`src/hdl/jfk_pkg.sv`:
```
// ----------------------------------------------------------------------------
// Joint forward kinematics package
// Shared widths, sequencer codes, microprogram and CORDIC constants.
// ----------------------------------------------------------------------------
package jfk_pkg;

   localparam int ID_W     = 6;
   localparam int IDX_W    = 4;
   localparam int ANGLE_W  = 26;
   localparam int VAL_W    = 32;
   localparam int CS_W     = 33;
   localparam int Z_W      = 27;
   localparam int LOC_W    = 35;
   localparam int MUL_W    = 70;
   localparam int ACC_W    = 72;
   localparam int ENTRIES  = 12;
   localparam int CORDIC_STEPS = 20;

   localparam logic [3:0] UOP_LAST = 4'd13;

   localparam logic signed [Z_W-1:0]  DEG_HALF    = 27'sd11796480;
   localparam logic signed [Z_W-1:0]  DEG_FULL    = 27'sd23592960;
   localparam logic signed [Z_W-1:0]  DEG_QUARTER = 27'sd5898240;
   localparam logic signed [CS_W-1:0] CORDIC_GAIN = 33'sd652032874;

   localparam logic [3:0] DST_L00 = 4'd0;
   localparam logic [3:0] DST_L01 = 4'd1;
   localparam logic [3:0] DST_L02 = 4'd2;
   localparam logic [3:0] DST_L10 = 4'd3;
   localparam logic [3:0] DST_L11 = 4'd4;
   localparam logic [3:0] DST_L12 = 4'd5;
   localparam logic [3:0] DST_L20 = 4'd6;
   localparam logic [3:0] DST_L21 = 4'd7;
   localparam logic [3:0] DST_L22 = 4'd8;
   localparam logic [3:0] DST_BD  = 4'd9;
   localparam logic [3:0] DST_BC  = 4'd10;

   typedef enum logic [3:0] {
      ST_IDLE,
      ST_REDUCE,
      ST_COR_START,
      ST_COR_WAIT,
      ST_LMUL,
      ST_LACC,
      ST_ROOT_OUT,
      ST_PLOAD,
      ST_GMUL,
      ST_GACC,
      ST_GOUT
   } jfk_state_type;

   typedef enum logic [2:0] {
      SRC_A, SRC_B, SRC_C, SRC_D, SRC_E, SRC_F, SRC_BD, SRC_BC
   } src_type;

   typedef enum logic [1:0] {
      MODE_SET, MODE_ADD, MODE_SUB, MODE_NEG
   } mode_type;

   typedef struct packed {
      src_type    src_a;
      src_type    src_b;
      mode_type   mode;
      logic [3:0] dst;
   } uop_type;

   typedef struct packed {
      logic                      start;
      logic signed [ANGLE_W-1:0] angle;
   } cordic_req_type;

   typedef struct packed {
      logic                   done;
      logic signed [CS_W-1:0] sin_val;
      logic signed [CS_W-1:0] cos_val;
   } cordic_rsp_type;

   function automatic uop_type uop_at(input logic [3:0] step);
      uop_type u;
      unique case (step)
         4'd0:    u = '{SRC_B,  SRC_D, MODE_SET, DST_BD};
         4'd1:    u = '{SRC_B,  SRC_C, MODE_SET, DST_BC};
         4'd2:    u = '{SRC_C,  SRC_E, MODE_SET, DST_L00};
         4'd3:    u = '{SRC_BD, SRC_F, MODE_SUB, DST_L00};
         4'd4:    u = '{SRC_A,  SRC_F, MODE_NEG, DST_L01};
         4'd5:    u = '{SRC_D,  SRC_E, MODE_SET, DST_L02};
         4'd6:    u = '{SRC_BC, SRC_F, MODE_ADD, DST_L02};
         4'd7:    u = '{SRC_C,  SRC_F, MODE_SET, DST_L10};
         4'd8:    u = '{SRC_BD, SRC_E, MODE_ADD, DST_L10};
         4'd9:    u = '{SRC_A,  SRC_E, MODE_SET, DST_L11};
         4'd10:   u = '{SRC_D,  SRC_F, MODE_SET, DST_L12};
         4'd11:   u = '{SRC_BC, SRC_E, MODE_SUB, DST_L12};
         4'd12:   u = '{SRC_A,  SRC_D, MODE_NEG, DST_L20};
         4'd13:   u = '{SRC_A,  SRC_C, MODE_SET, DST_L22};
         default: u = '{SRC_A,  SRC_C, MODE_SET, DST_L22};
      endcase
      return u;
   endfunction

   function automatic logic signed [Z_W-1:0] atan_deg(input logic [4:0] i);
      logic signed [Z_W-1:0] v;
      unique case (i)
         5'd0:    v = 27'sd2949120;
         5'd1:    v = 27'sd1740967;
         5'd2:    v = 27'sd919879;
         5'd3:    v = 27'sd466945;
         5'd4:    v = 27'sd234379;
         5'd5:    v = 27'sd117305;
         5'd6:    v = 27'sd58666;
         5'd7:    v = 27'sd29335;
         5'd8:    v = 27'sd14668;
         5'd9:    v = 27'sd7334;
         5'd10:   v = 27'sd3667;
         5'd11:   v = 27'sd1833;
         5'd12:   v = 27'sd917;
         5'd13:   v = 27'sd458;
         5'd14:   v = 27'sd229;
         5'd15:   v = 27'sd115;
         5'd16:   v = 27'sd57;
         5'd17:   v = 27'sd29;
         5'd18:   v = 27'sd14;
         5'd19:   v = 27'sd7;
         default: v = 27'sd0;
      endcase
      return v;
   endfunction

endpackage

```
`src/hdl/jfk_cordic.sv`:
```
// ----------------------------------------------------------------------------
// Joint forward kinematics CORDIC
// Iterative sine and cosine of a Q9.16 degree angle, one rotation per cycle.
// ----------------------------------------------------------------------------
module jfk_cordic import jfk_pkg::*; (
   input  logic           clock,
   input  logic           reset,
   input  cordic_req_type req,
   output cordic_rsp_type rsp
);

   logic                   run_ff, run_in;
   logic                   done_ff, done_in;
   logic [4:0]             iter_ff, iter_in;
   logic signed [CS_W-1:0] x_ff, x_in;
   logic signed [CS_W-1:0] y_ff, y_in;
   logic signed [Z_W-1:0]  z_ff, z_in;
   logic                   neg_ff, neg_in;

   logic signed [Z_W-1:0]  r0, r1, r2;
   logic                   fold;
   logic signed [CS_W-1:0] dx, dy;
   logic signed [Z_W-1:0]  at;

   always_comb begin
      r0 = Z_W'(req.angle);
      if (r0 >= DEG_HALF) begin
         r1 = r0 - DEG_FULL;
      end else if (r0 < -DEG_HALF) begin
         r1 = r0 + DEG_FULL;
      end else begin
         r1 = r0;
      end
      fold = 1'b1;
      if (r1 > DEG_QUARTER) begin
         r2 = DEG_HALF - r1;
      end else if (r1 < -DEG_QUARTER) begin
         r2 = -DEG_HALF - r1;
      end else begin
         r2   = r1;
         fold = 1'b0;
      end
   end

   always_comb begin
      dx = y_ff >>> iter_ff;
      dy = x_ff >>> iter_ff;
      at = atan_deg(iter_ff);
      run_in  = run_ff;
      done_in = 1'b0;
      iter_in = iter_ff;
      x_in    = x_ff;
      y_in    = y_ff;
      z_in    = z_ff;
      neg_in  = neg_ff;
      if (req.start) begin
         run_in  = 1'b1;
         iter_in = 5'd0;
         x_in    = CORDIC_GAIN;
         y_in    = '0;
         z_in    = r2;
         neg_in  = fold;
      end else if (run_ff) begin
         if (z_ff >= 0) begin
            x_in = x_ff - dx;
            y_in = y_ff + dy;
            z_in = z_ff - at;
         end else begin
            x_in = x_ff + dx;
            y_in = y_ff - dy;
            z_in = z_ff + at;
         end
         iter_in = iter_ff + 5'd1;
         if (iter_ff == 5'(CORDIC_STEPS - 1)) begin
            run_in  = 1'b0;
            done_in = 1'b1;
         end
      end
   end

   always_ff @(posedge clock) begin
      if (reset) begin
         run_ff  <= 1'b0;
         done_ff <= 1'b0;
      end else begin
         run_ff  <= run_in;
         done_ff <= done_in;
      end
   end

   always_ff @(posedge clock) begin
      iter_ff <= iter_in;
      x_ff    <= x_in;
      y_ff    <= y_in;
      z_ff    <= z_in;
      neg_ff  <= neg_in;
   end

   assign rsp.done    = done_ff;
   assign rsp.sin_val = y_ff;
   assign rsp.cos_val = neg_ff ? -x_ff : x_ff;

endmodule

```
`config.mk`:
```
export PLATFORM = sky130hd
export DESIGN_NAME = jfk_cordic
export DESIGN_NICKNAME = d
export VERILOG_FILES = /design/src/hdl/jfk_pkg.sv /design/src/hdl/jfk_cordic.sv
export SDC_FILE = /design/constraint.sdc
export NUM_CORES = 1
export LEC_CHECK = 0
export ABC_CLOCK_PERIOD_IN_PS = 17930
export BUFFER_PORTS_ARGS = -buffer_cell sky130_fd_sc_hd__buf_2
export CORE_MARGIN = 1.5
export CORE_UTILIZATION = 45
export CTS_CLUSTER_SIZE = 10
export DETAILED_ROUTE_END_ITERATION = 6
export GPL_TIMING_DRIVEN = 0
export PLACE_DENSITY = 0.6
export SYNTH_ARGS = -nofsm -noshare
export SYNTH_HDL_FRONTEND = slang
export SYNTH_SLANG_ARGS = --single-unit
```
`constraint.sdc`:
```
create_clock -name clock -period 17.93 [get_ports clock]
set_input_delay 0.8965 -clock clock [delete_from_list [all_inputs] [get_ports clock]]
set_output_delay 0.8965 -clock clock [all_outputs]
set_load 0.005 [all_outputs]
```
==> results_dict.tcl, run 1 <==
set metrics [dict create \
    drive_above_1_share 0.140 \
    dp_hpwl_mm 61.4 \
    ys_seq_area_frac 0.156 \
    synthTopCellsByCount "nor2_1 (195), nand2_1 (164), o21ai_0 (155), xnor2_1 (137), a21oi_1 (129)" \
    p_switching_mw 2.11 \
    criticalPathCategory "register to register" \
    via_per_inst 6.66 \
    timing.final.crit_share 0.477 \
    cp-start-kind "register" \
    regArea_um2 2740 \
    syn_nets 2264 \
    vias 18400 \
    ys_ff_latch 123 \
    cts_tree "yes" \
    grt_overflow 0 \
    grt_usage 0.390 \
    hp-class "register to register" \
    worstPathMaxFanout 10 \
    cpMostUsedCell "clkbuf_1" \
    rr_startpoint "iter_ff[4]" \
    die_w_um 200 \
    fin_util 0.498 \
    fin_tns_setup_ns 0 \
    cp_cell_sequence "clkbuf_1 -> clkinv_1 -> clkbuf_1 -> buf_1 -> clkbuf_1 -> nor2_1 -> a21oi_1 -> ha_1 -> nand3_1 -> nor3b_1 -> nand3_1 -> o21ai_0 -> xor2_1 -> ha_1 -> a211o_1 -> or3_1 -> a211oi_1 -> o21ai_0 -> a41o_1 -> or2_2 -> mux2i_1 -> mux2_2" \
    yosys_most_used_dff "dfxtp_1" \
    first_pass_iters 7 \
    synth-async-reset-ratio 0 \
    slowest_stage "buf_1" \
    cp_num_buf_inv 5 \
    crit_path_max_incr_delay_ns 0.92 \
    globalplace.congestion 1.10 \
    cts_setup_buffers 0 \
    grt_pass1_wl_mm 116 \
    nNetsFinal 2374 \
    p_per_area_nw_per_um2 207 \
    slew_headroom 0.0654 \
    cts_buffer_depth 2 \
    drtIter0Drc 2184 \
    multiInputGateArea_um2 13800 \
    required_ns 18.29 \
    swShare 0.530 \
    clock_skew_ns 0.0171 \
    drv_cap 0 \
    fp-row-count 72 \
    rsz0062_at_grt "no" \
    clock-sinks 123 \
    hold_violations 0 \
    hold_path_end "y_ff[0]" \
    fin_crit_ns 8.56 \
    p_clk_frac 0.086 \
    min_path_cells 2 \
    holdCritStartpoint "y_ff[0]" \
    synth_cells 2126 \
    ant_nets 0 \
    syn_area_um2 17500 \
    yosys_warnings 0 \
    place_inst 2735 \
    synth.avg_cell_area_um2 8.25 \
    cp_top_family "buffers and inverters" \
    status "finished, final reports clean" \
    synth_top_cell_by_area "mux4_2" \
    fmax_mhz 117 \
    cp_data_arrival_time_ns 8.91 \
    antenna_found_initial 1 \
    pwr-share-comb 0.779 \
    syn_to_final_growth_pct 9.48 \
    p_leak_nw 7.60 \
    cts_resized 0 \
    fin_cells 2768 \
    power_mw 3.98 \
    wl_per_cell_um 28.7 \
    worst-r2r-cell-count 22 \
    clk_pin_slew_worst_paths_ns 0.07 \
    drt_wl_total_mm 79.4 \
    r2r_slack_ns 9.37 \
    initial_core_util 0.455 \
    fill_cells 3878 \
    numCtsBuffers 17 \
    p_int_mw 1.87 \
    yosys.area.top_type_share 0.116 \
    slew_violations 0 \
    core_um2 38600 \
    crit_path_end_kind "register" \
    drc 0 \
    die_h_um 200 \
    synthTopCellsByArea "mux4_2 (12%), dfxtp_1 (11%), ha_1 (7.6%)" \
    yosysMostFrequentCell "nor2_1" \
    yosysUniqueCellTypes 92 \
    grt_max_degree 29 \
    synth_edf_count 28 \
    hold_buffers 0 \
    portBuffers 91 \
    insertion_delay_ns 0.47 \
    ioPinCount 96 \
    cts-root-buf "clkbuf_16" \
    setup_viol 0 \
    cts_htree_levels 4 \
    share_seq_of_total_power 0.134 \
    worstMarginPinSlew_ns 1.40 \
    ir_drop_mv 0.0920 \
    dieArea_um2 40200 \
    grt_pass1_vias 17500 \
    timing.rr.end "x_ff[32]" \
]
cells in the final DEF (no fill, tap or decap), types with 17 or more instances in the layout:
cell type / netlist / layout
nor2_1: 195 / 195
nand2_1: 164 / 164
o21ai_0: 155 / 155
xnor2_1: 137 / 137
a21oi_1: 129 / 129
buf_2: 17 / 108
ha_1: 106 / 106
dfxtp_1: 95 / 95
clkbuf_1: 94 / 94
mux4_2: 90 / 90
mux2i_1: 88 / 88
xor2_1: 68 / 68
nor3_1: 60 / 60
inv_1: 56 / 56
nand3_1: 41 / 41
a21o_1: 39 / 39
o31ai_1: 33 / 33
o211ai_1: 30 / 30
mux2_2: 30 / 30
a211oi_1: 28 / 28
edfxtp_1: 28 / 28
o21a_1: 25 / 25
nand2b_1: 24 / 24
or3_1: 23 / 23
o22ai_1: 22 / 22
a31oi_1: 22 / 22
buf_1: 21 / 21
nor2b_1: 18 / 18
a22o_1: 17 / 17
clkbuf_16: 0 / 17
power groups by stage:
stage	Combinational [mW]	Sequential, mW	Clock [mW]
global placement	2.98	0.529	0
global route	3.38	0.540	0.357
floorplan	2.28	0.470	0
finish	3.10	0.535	0.344
CTS	3.04	0.526	0.349
detailed placement	3.01	0.532	0
registers in the layout, indices dropped and copies added (netlist names):
register,flops
x_ff,33
iter_ff,5
neg_ff,1
y_ff,33
at,22
z_ff,27
done_ff,1
run_ff,1
layer usage:
layer	vias to the layer above	wire length, µm	share of wire	track usage
li1	8242	-	-	-
met1	8972	31200	0.39	0.489
met2	1044	36700	0.46	0.639
met3	183	7440	0.094	0.0826
met4	0	3980	0.050	0.188
met5	-	0	0	0
worst reg2reg max path, stage by stage (launching register included):
cell      delay (ns)
dfxtp_1         0.40
clkbuf_1        0.30
clkinv_1        0.33
clkbuf_1        0.80
buf_1           0.93
clkbuf_1        0.68
nor2_1          0.16
a21oi_1         0.23
ha_1            0.21
nand3_1         0.14
nor3b_1         0.63
nand3_1         0.35
o21ai_0         0.45
xor2_1          0.22
ha_1            0.31
a211o_1         0.29
or3_1           0.34
a211oi_1        0.30
o21ai_0         0.24
a41o_1          0.32
or2_2           0.28
mux2i_1         0.18
mux2_2          0.35
metrics by stage:
stage / hold WS [ns] / setup slack (ns) / area [µm²]
final: 0.555 / 9.37 / 19200
after global routing: 0.579 / 9.19 / 19200
after detailed placement: 0.551 / 9.81 / 18600
after CTS: 0.560 / 9.76 / 19200
after global placement: 0.528 / 9.77 / 18600
after floorplan: 0.497 / 11.80 / 17500
worst max-delay path by stage:
stage | endpoint | from | slack, ns | cells after the start
6_report | x_ff[32] | iter_ff[4] | 9.37 | 22
5_1_grt | x_ff[32] | iter_ff[4] | 9.19 | 24
4_1_cts | x_ff[32] | iter_ff[4] | 9.76 | 22
3_5_place_dp | x_ff[32] | iter_ff[4] | 9.81 | 22
3_3_place_gp | x_ff[32] | iter_ff[4] | 9.77 | 22
2_1_floorplan | x_ff[32] | iter_ff[1] | 11.80 | 25
logic make-up (layout without fill, tap and decap cells):
kind of cell,after synthesis,in the layout,share of synthesized area
AOI/OAI and AO/OA,643,643,0.245
xor gates and xnor gates,206,206,0.104
adders and majority gates,109,109,0.0790
buffers and inverters,211,334,0.0541
DFF,123,123,0.156
muxes,213,213,0.193
other,0,1,0
and+or+nand+nor,621,621,0.169
cell type report:
cell class | count | share of cell area
tap | 518 | 0.0338
clock inverter | 13 | 0.00541
buffer | 151 | 0.0377
clock buffer | 19 | 0.0236
multi-input combinational | 1792 | 0.721
inverter | 60 | 0.0117
timing repair buffer | 91 | 0.0237
sequential | 123 | 0.143
antenna | 1 | 0.000130
Power figures use the tool's default switching activity.
==> run 2, diff against run 1 <==
--- a/config.mk
+++ b/config.mk
@@ -5,14 +5,14 @@
 export SDC_FILE = /design/constraint.sdc
 export NUM_CORES = 1
 export LEC_CHECK = 0
-export ABC_CLOCK_PERIOD_IN_PS = 17930
+export ABC_CLOCK_PERIOD_IN_PS = 7400
 export BUFFER_PORTS_ARGS = -buffer_cell sky130_fd_sc_hd__buf_2
 export CORE_MARGIN = 1.5
 export CORE_UTILIZATION = 45
 export CTS_CLUSTER_SIZE = 10
 export DETAILED_ROUTE_END_ITERATION = 6
 export GPL_TIMING_DRIVEN = 0
-export PLACE_DENSITY = 0.6
+export PLACE_DENSITY = 0.62
 export SYNTH_ARGS = -nofsm -noshare
 export SYNTH_HDL_FRONTEND = slang
 export SYNTH_SLANG_ARGS = --single-unit
==> constraint.sdc (replaced) <==
create_clock -name clock -period 7.4 [get_ports clock]
set_input_delay 0.37 -clock clock [delete_from_list [all_inputs] [get_ports clock]]
set_output_delay 0.37 -clock clock [all_outputs]
set_load 0.005 [all_outputs]
==> run 2 against run 1 <==
  * Clock-buffer cell count stayed put
  * Sequential cell count stayed put
  * Critical endpoint unchanged
  * Cell area is 1.0% higher
  * Global-route usage hardly changed
  * Critical path type unchanged
  * Largest cell class unchanged
==> results_dict.tcl, run 2 (synthesis gave the netlist of run 1 again) <==
set metrics [dict create \
    status "finished, final reports clean" \
    p_int_mw 4.62 \
    drv_cap 0 \
    share_seq_of_total_power 0.131 \
    drtIter0Drc 2134 \
    die_h_um 200 \
    p_per_area_nw_per_um2 505 \
    globalplace.congestion 1.07 \
    rr_startpoint "iter_ff[2]" \
    crit_path_end "x_ff[32]" \
    ant_nets 0 \
    die_w_um 200 \
    cp_data_arrival_time_ns 7.61 \
    required_ns 7.76 \
    ioPinCount 96 \
    rsz0062_at_grt "yes" \
    core_um2 38600 \
    grt_overflow 0 \
    fp-row-count 72 \
    wl_per_cell_um 28.6 \
    initial_core_util 0.455 \
    fill_cells 3853 \
    largest_registers "x_ff (33), y_ff (33), z_ff (27)" \
    numCtsBuffers 17 \
    drc 0 \
    pwr-share-comb 0.780 \
    place_inst 2735 \
    worst-r2r-cell-count 23 \
    drive_above_1_share 0.154 \
    clock-sinks 123 \
    multiInputGateArea_um2 13900 \
    insertion_delay_ns 0.47 \
    criticalPathCategory "register to register" \
    fin_cells 2772 \
    crit_path_end_kind "register" \
    regArea_um2 2740 \
    hold_violations 0 \
    first_pass_iters 6 \
    nNetsFinal 2378 \
    worstPathMaxFanout 10 \
    syn_to_final_growth_pct 10.6 \
    p_clk_frac 0.089 \
    dp_hpwl_mm 61.4 \
    worstMarginPinSlew_ns 1.43 \
    clk_pin_slew_worst_paths_ns 0.07 \
    mostFrequentLayoutCell "nor2_1" \
    grt_pass1_vias 17500 \
    swShare 0.529 \
    cts_buffer_depth 2 \
    ir_drop_mv 0.256 \
    cts_tree "yes" \
    startpoint "iter_ff[2]" \
    cts-root-buf "clkbuf_16" \
    drt_wl_total_mm 79.3 \
    grt_usage 0.390 \
    portBuffers 91 \
    timing.final.crit_share 0.980 \
    grt_max_degree 29 \
    r2r_slack_ns 0.15 \
    cts_htree_levels 4 \
    mostFrequentLayoutCells "nor2_1 (194), nand2_1 (164), o21ai_0 (153)" \
    timing.rr.end "x_ff[32]" \
    clock_skew_ns 0.0196 \
    slew_headroom 0.0469 \
    power_mw 9.79 \
    fmax_mhz 138 \
    setup_viol 0 \
    grt_pass1_wl_mm 116 \
    cp-start-kind "register" \
    slew_violations 0 \
    p_leak_nw 7.68 \
    dieArea_um2 40200 \
    hp-class "input port to register" \
    fin_crit_ns 7.25 \
    holdCritStartpoint "reset" \
    p_switching_mw 5.17 \
    via_per_inst 6.69 \
    vias 18500 \
    antenna_found_initial 0 \
]
## run 2: how the worst min path moves through the flow
stage	to	slack [ns]	cells past startpoint
detailed placement	x_ff[0]	0.56	2
CTS	run_ff	0.06	2
finish	run_ff	0.09	2
global route	run_ff	0.1	2
floorplan	run_ff	0.44	1
global placement	x_ff[0]	0.54	2
## run 2: routing by layer
metal	vias up	part of all wire	track usage
li1	8272	-	-
met1	9028	0.40	0.486
met2	1018	0.45	0.620
met3	223	0.084	0.0825
met4	0	0.064	0.237
met5	-	0	0
## run 2: per-stage QoR
step | worst slack, ns | setup TNS (ns) | util | hold WS [ns] | instance area [µm²]
6_report | 0.148 | 0 | 0.503 | 0.0853 | 19400
3_3_place_gp | -0.846 | -3.13 | 0.483 | 0.535 | 18600
3_5_place_dp | -0.813 | -3.21 | 0.483 | 0.559 | 18600
5_1_grt | -0.0496 | -0.0496 | 0.503 | 0.0991 | 19400
4_1_cts | 0.0471 | 0 | 0.500 | 0.0639 | 19300
2_1_floorplan | 1.27 | 0 | - | 0.442 | 17500
## run 2: area by class of cell
class | instances | area share
Sequential cell | 123 | 0.141
Clock inverter | 13 | 0.00651
Antenna cell | 1 | 0.000129
Inverter | 60 | 0.0117
Buffer | 151 | 0.0409
Tap cell | 518 | 0.0334
Multi-Input combinational cell | 1792 | 0.718
Timing Repair Buffer | 95 | 0.0250
Clock buffer | 19 | 0.0228
## run 2: what timing repair did
item / in CTS / in global routing
pin swaps: 1 / 4
gates resized for setup: 27 / 27
setup buffers: 1 / 3
hold buffers: 0 / 0
setup endpoints to repair: 13 / 8
## run 2: worst max-delay path: stages (launching register included)
cell	delay [ns]
dfxtp_1	0.30
buf_2	0.30
buf_2	0.40
buf_4	0.33
buf_2	0.35
clkbuf_4	0.37
buf_2	0.34
nand4_1	0.15
a21oi_1	0.41
o21ai_0	0.19
nand3b_1	0.20
o21ai_0	0.24
xnor2_1	0.20
ha_1	0.34
a2111oi_0	0.48
o21ai_0	0.31
a41oi_2	0.39
a211oi_2	0.18
a211oi_1	0.30
o21ai_1	0.19
a41o_1	0.31
or2_2	0.29
mux2i_1	0.17
mux2_2	0.35
## run 2: power groups by stage
| stage | clock [mW] | sequential (mW) | combinational (mW) |
|---|---|---|---|
| floorplan | 0 | 1.14 | 5.51 |
| global placement | 0 | 1.27 | 7.23 |
| detailed placement | 0 | 1.28 | 7.32 |
| CTS | 0.881 | 1.27 | 7.41 |
| global route | 0.903 | 1.31 | 8.26 |
| finish | 0.868 | 1.29 | 7.63 |
==> run 3, diff against run 2 <==
--- a/config.mk
+++ b/config.mk
@@ -7,8 +7,9 @@
 export LEC_CHECK = 0
 export ABC_CLOCK_PERIOD_IN_PS = 7400
 export BUFFER_PORTS_ARGS = -buffer_cell sky130_fd_sc_hd__buf_2
-export CORE_MARGIN = 1.5
+export CORE_MARGIN = 10
 export CORE_UTILIZATION = 45
+export CTS_BUF_LIST = sky130_fd_sc_hd__clkbuf_8
 export CTS_CLUSTER_SIZE = 10
 export DETAILED_ROUTE_END_ITERATION = 6
 export GPL_TIMING_DRIVEN = 0
==> run 3 against run 2 <==
  * Routed wire length increased by 2.3%
  * Core utilization decreased by 0.40 points
  * First-iteration DRC count decreased by 12%
  * Setup slack got worse by 0.12 ns
  * Power decreased by 1.7%
  * Largest power group unchanged
  * Highest routed layer is now met5
==> results_dict.tcl, run 3 (synthesis gave the netlist of run 1 again) <==
set metrics [dict create \
    status "finished, final reports clean" \
    worst-r2r-cell-count 24 \
    syn_to_final_growth_pct 9.72 \
    busiest_layer "met2" \
    hold_violations 0 \
    gr-usage-met2 0.528 \
    numCtsBuffers 17 \
    clk_pin_slew_worst_paths_ns 0.09 \
    fmax_mhz 136 \
    nNetsFinal 2381 \
    cts_buffer_depth 2 \
    post-place-ws_ns -1.04 \
    vias 18600 \
    cts_htree_levels 4 \
    slew_violations 0 \
    holdCritStartpoint "req[26]" \
    drtIter0Drc 1872 \
    cp_data_arrival_time_ns 7.82 \
    timing.rr.end "x_ff[32]" \
    r2r_slack_ns 0.03 \
    rr_startpoint "iter_ff[2]" \
    mostFrequentLayoutCell "nor2_1" \
    dieArea_um2 47300 \
    fin_crit_ns 7.37 \
    timing.final.crit_share 0.996 \
    wl_per_cell_um 29.3 \
    fin_cells 2774 \
    ant_nets 0 \
    p_per_area_nw_per_um2 500 \
    antenna_cells 0 \
    slew_headroom 0.00758 \
    clock_skew_ns 0.0154 \
    die_w_um 217 \
    worstPathMaxFanout 10 \
    drc 0 \
    die_h_um 217 \
    grt_overflow 0 \
    antenna_found_initial 2 \
    place_inst 2735 \
    grt_usage 0.335 \
    core_um2 38600 \
    insertion_delay_ns 0.57 \
    placedInstanceArea_um2 18600 \
    globalplace.congestion 1.11 \
    first_pass_iters 7 \
    largest_registers "x_ff (33), y_ff (33), z_ff (27)" \
    ioPinCount 96 \
    worst_slack_ns 0.0302 \
    drv_cap 0 \
    drive_above_1_share 0.154 \
    portBuffers 91 \
    hp-class "input port to register" \
    gr-usage-met3 0.0831 \
    grt_pass1_wl_mm 117 \
    criticalPathCategory "register to register" \
    hold_path_end "neg_ff" \
    met1_usage 0.405 \
    worstMarginPinSlew_ns 1.49 \
    initial_core_util 0.455 \
    ir_drop_mv 0.251 \
    fp-row-count 72 \
    grt_max_degree 29 \
    cts-root-buf "clkbuf_8" \
    via_per_inst 6.70 \
    min_path_cells 1 \
    p_leak_nw 7.64 \
    grt_pass1_vias 17600 \
    mostFrequentLayoutCells "nor2_1 (195), nand2_1 (164), o21ai_0 (153)" \
    required_ns 7.85 \
    crit_path_end_kind "register" \
    cp-start-kind "register" \
    clock-sinks 123 \
    rsz0062_at_grt "yes" \
    cts_tree "yes" \
    setup_viol 0 \
    dp_hpwl_mm 63.0 \
    drt_wl_total_mm 81.1 \
    final_cell_area_um2 19200 \
]
[run 3: worst max-delay path by stage]
stage,startpoint,to
5_1_grt,iter_ff[1],x_ff[32]
2_1_floorplan,iter_ff[1],x_ff[32]
3_3_place_gp,iter_ff[2],x_ff[32]
3_5_place_dp,iter_ff[2],x_ff[32]
4_1_cts,iter_ff[3],x_ff[32]
6_report,iter_ff[2],x_ff[32]
[run 3: final cells by class]
cell class | instances | area (µm²)
timing repair buffer | 98 | 510
tap | 518 | 648
sequential | 123 | 2740
multi-input combinational | 1792 | 13900
clock buffer | 18 | 248
buffer | 151 | 778
clock inverter | 14 | 170
fill | 3835 | 19300
inverter | 60 | 226
[run 3: what timing repair did]
action / in CTS / in global routing
setup buffers: 3 / 3
hold buffers: 1 / 0
endpoints found under the hold margin: 2 / 0
gates resized for setup: 26 / 23
endpoints found under the setup margin: 16 / 10
pin swaps: 3 / 3
[run 3: worst max-delay path: stages (launching register included)]
cell,delay (ns)
dfxtp_1,0.33
buf_2,0.32
buf_2,0.44
buf_2,0.40
clkbuf_2,0.49
mux4_2,0.40
mux2i_2,0.42
nor2_1,0.10
nor3_2,0.39
and2_1,0.26
nand3_1,0.17
nand3b_1,0.24
buf_4,0.17
o21ai_0,0.18
xnor2_1,0.13
o21ai_0,0.35
ha_1,0.36
nor2b_1,0.17
or3_1,0.36
a211oi_1,0.31
o21ai_1,0.18
a41o_1,0.29
or2_2,0.27
mux2i_1,0.16
mux2_2,0.34
[run 3: where the power goes]
part | internal (mW) | total [mW] | switching (mW)
logic | 3.19 | 7.66 | 4.47
clock network | 0.343 | 0.684 | 0.342
registers | 0.947 | 1.28 | 0.335
[run 3: routing by layer]
metal  up-vias  wire length, µm
met4         2             5350
met3       235             7520
met1      8979            31500
met5         -               10
met2      1094            36700
li1       8266                -
[run 3: metrics by stage]
stage	TNS (ns)	power, mW	hold slack [ns]	utilization
2_1_floorplan	0	6.65	0.442	-
4_1_cts	0	9.43	0.000788	0.497
3_5_place_dp	-5.14	8.64	0.534	0.483
3_3_place_gp	-4.66	8.54	0.533	0.483
5_1_grt	-0.216	10.3	0.0188	0.499
6_report	0	9.62	0.0394	0.499
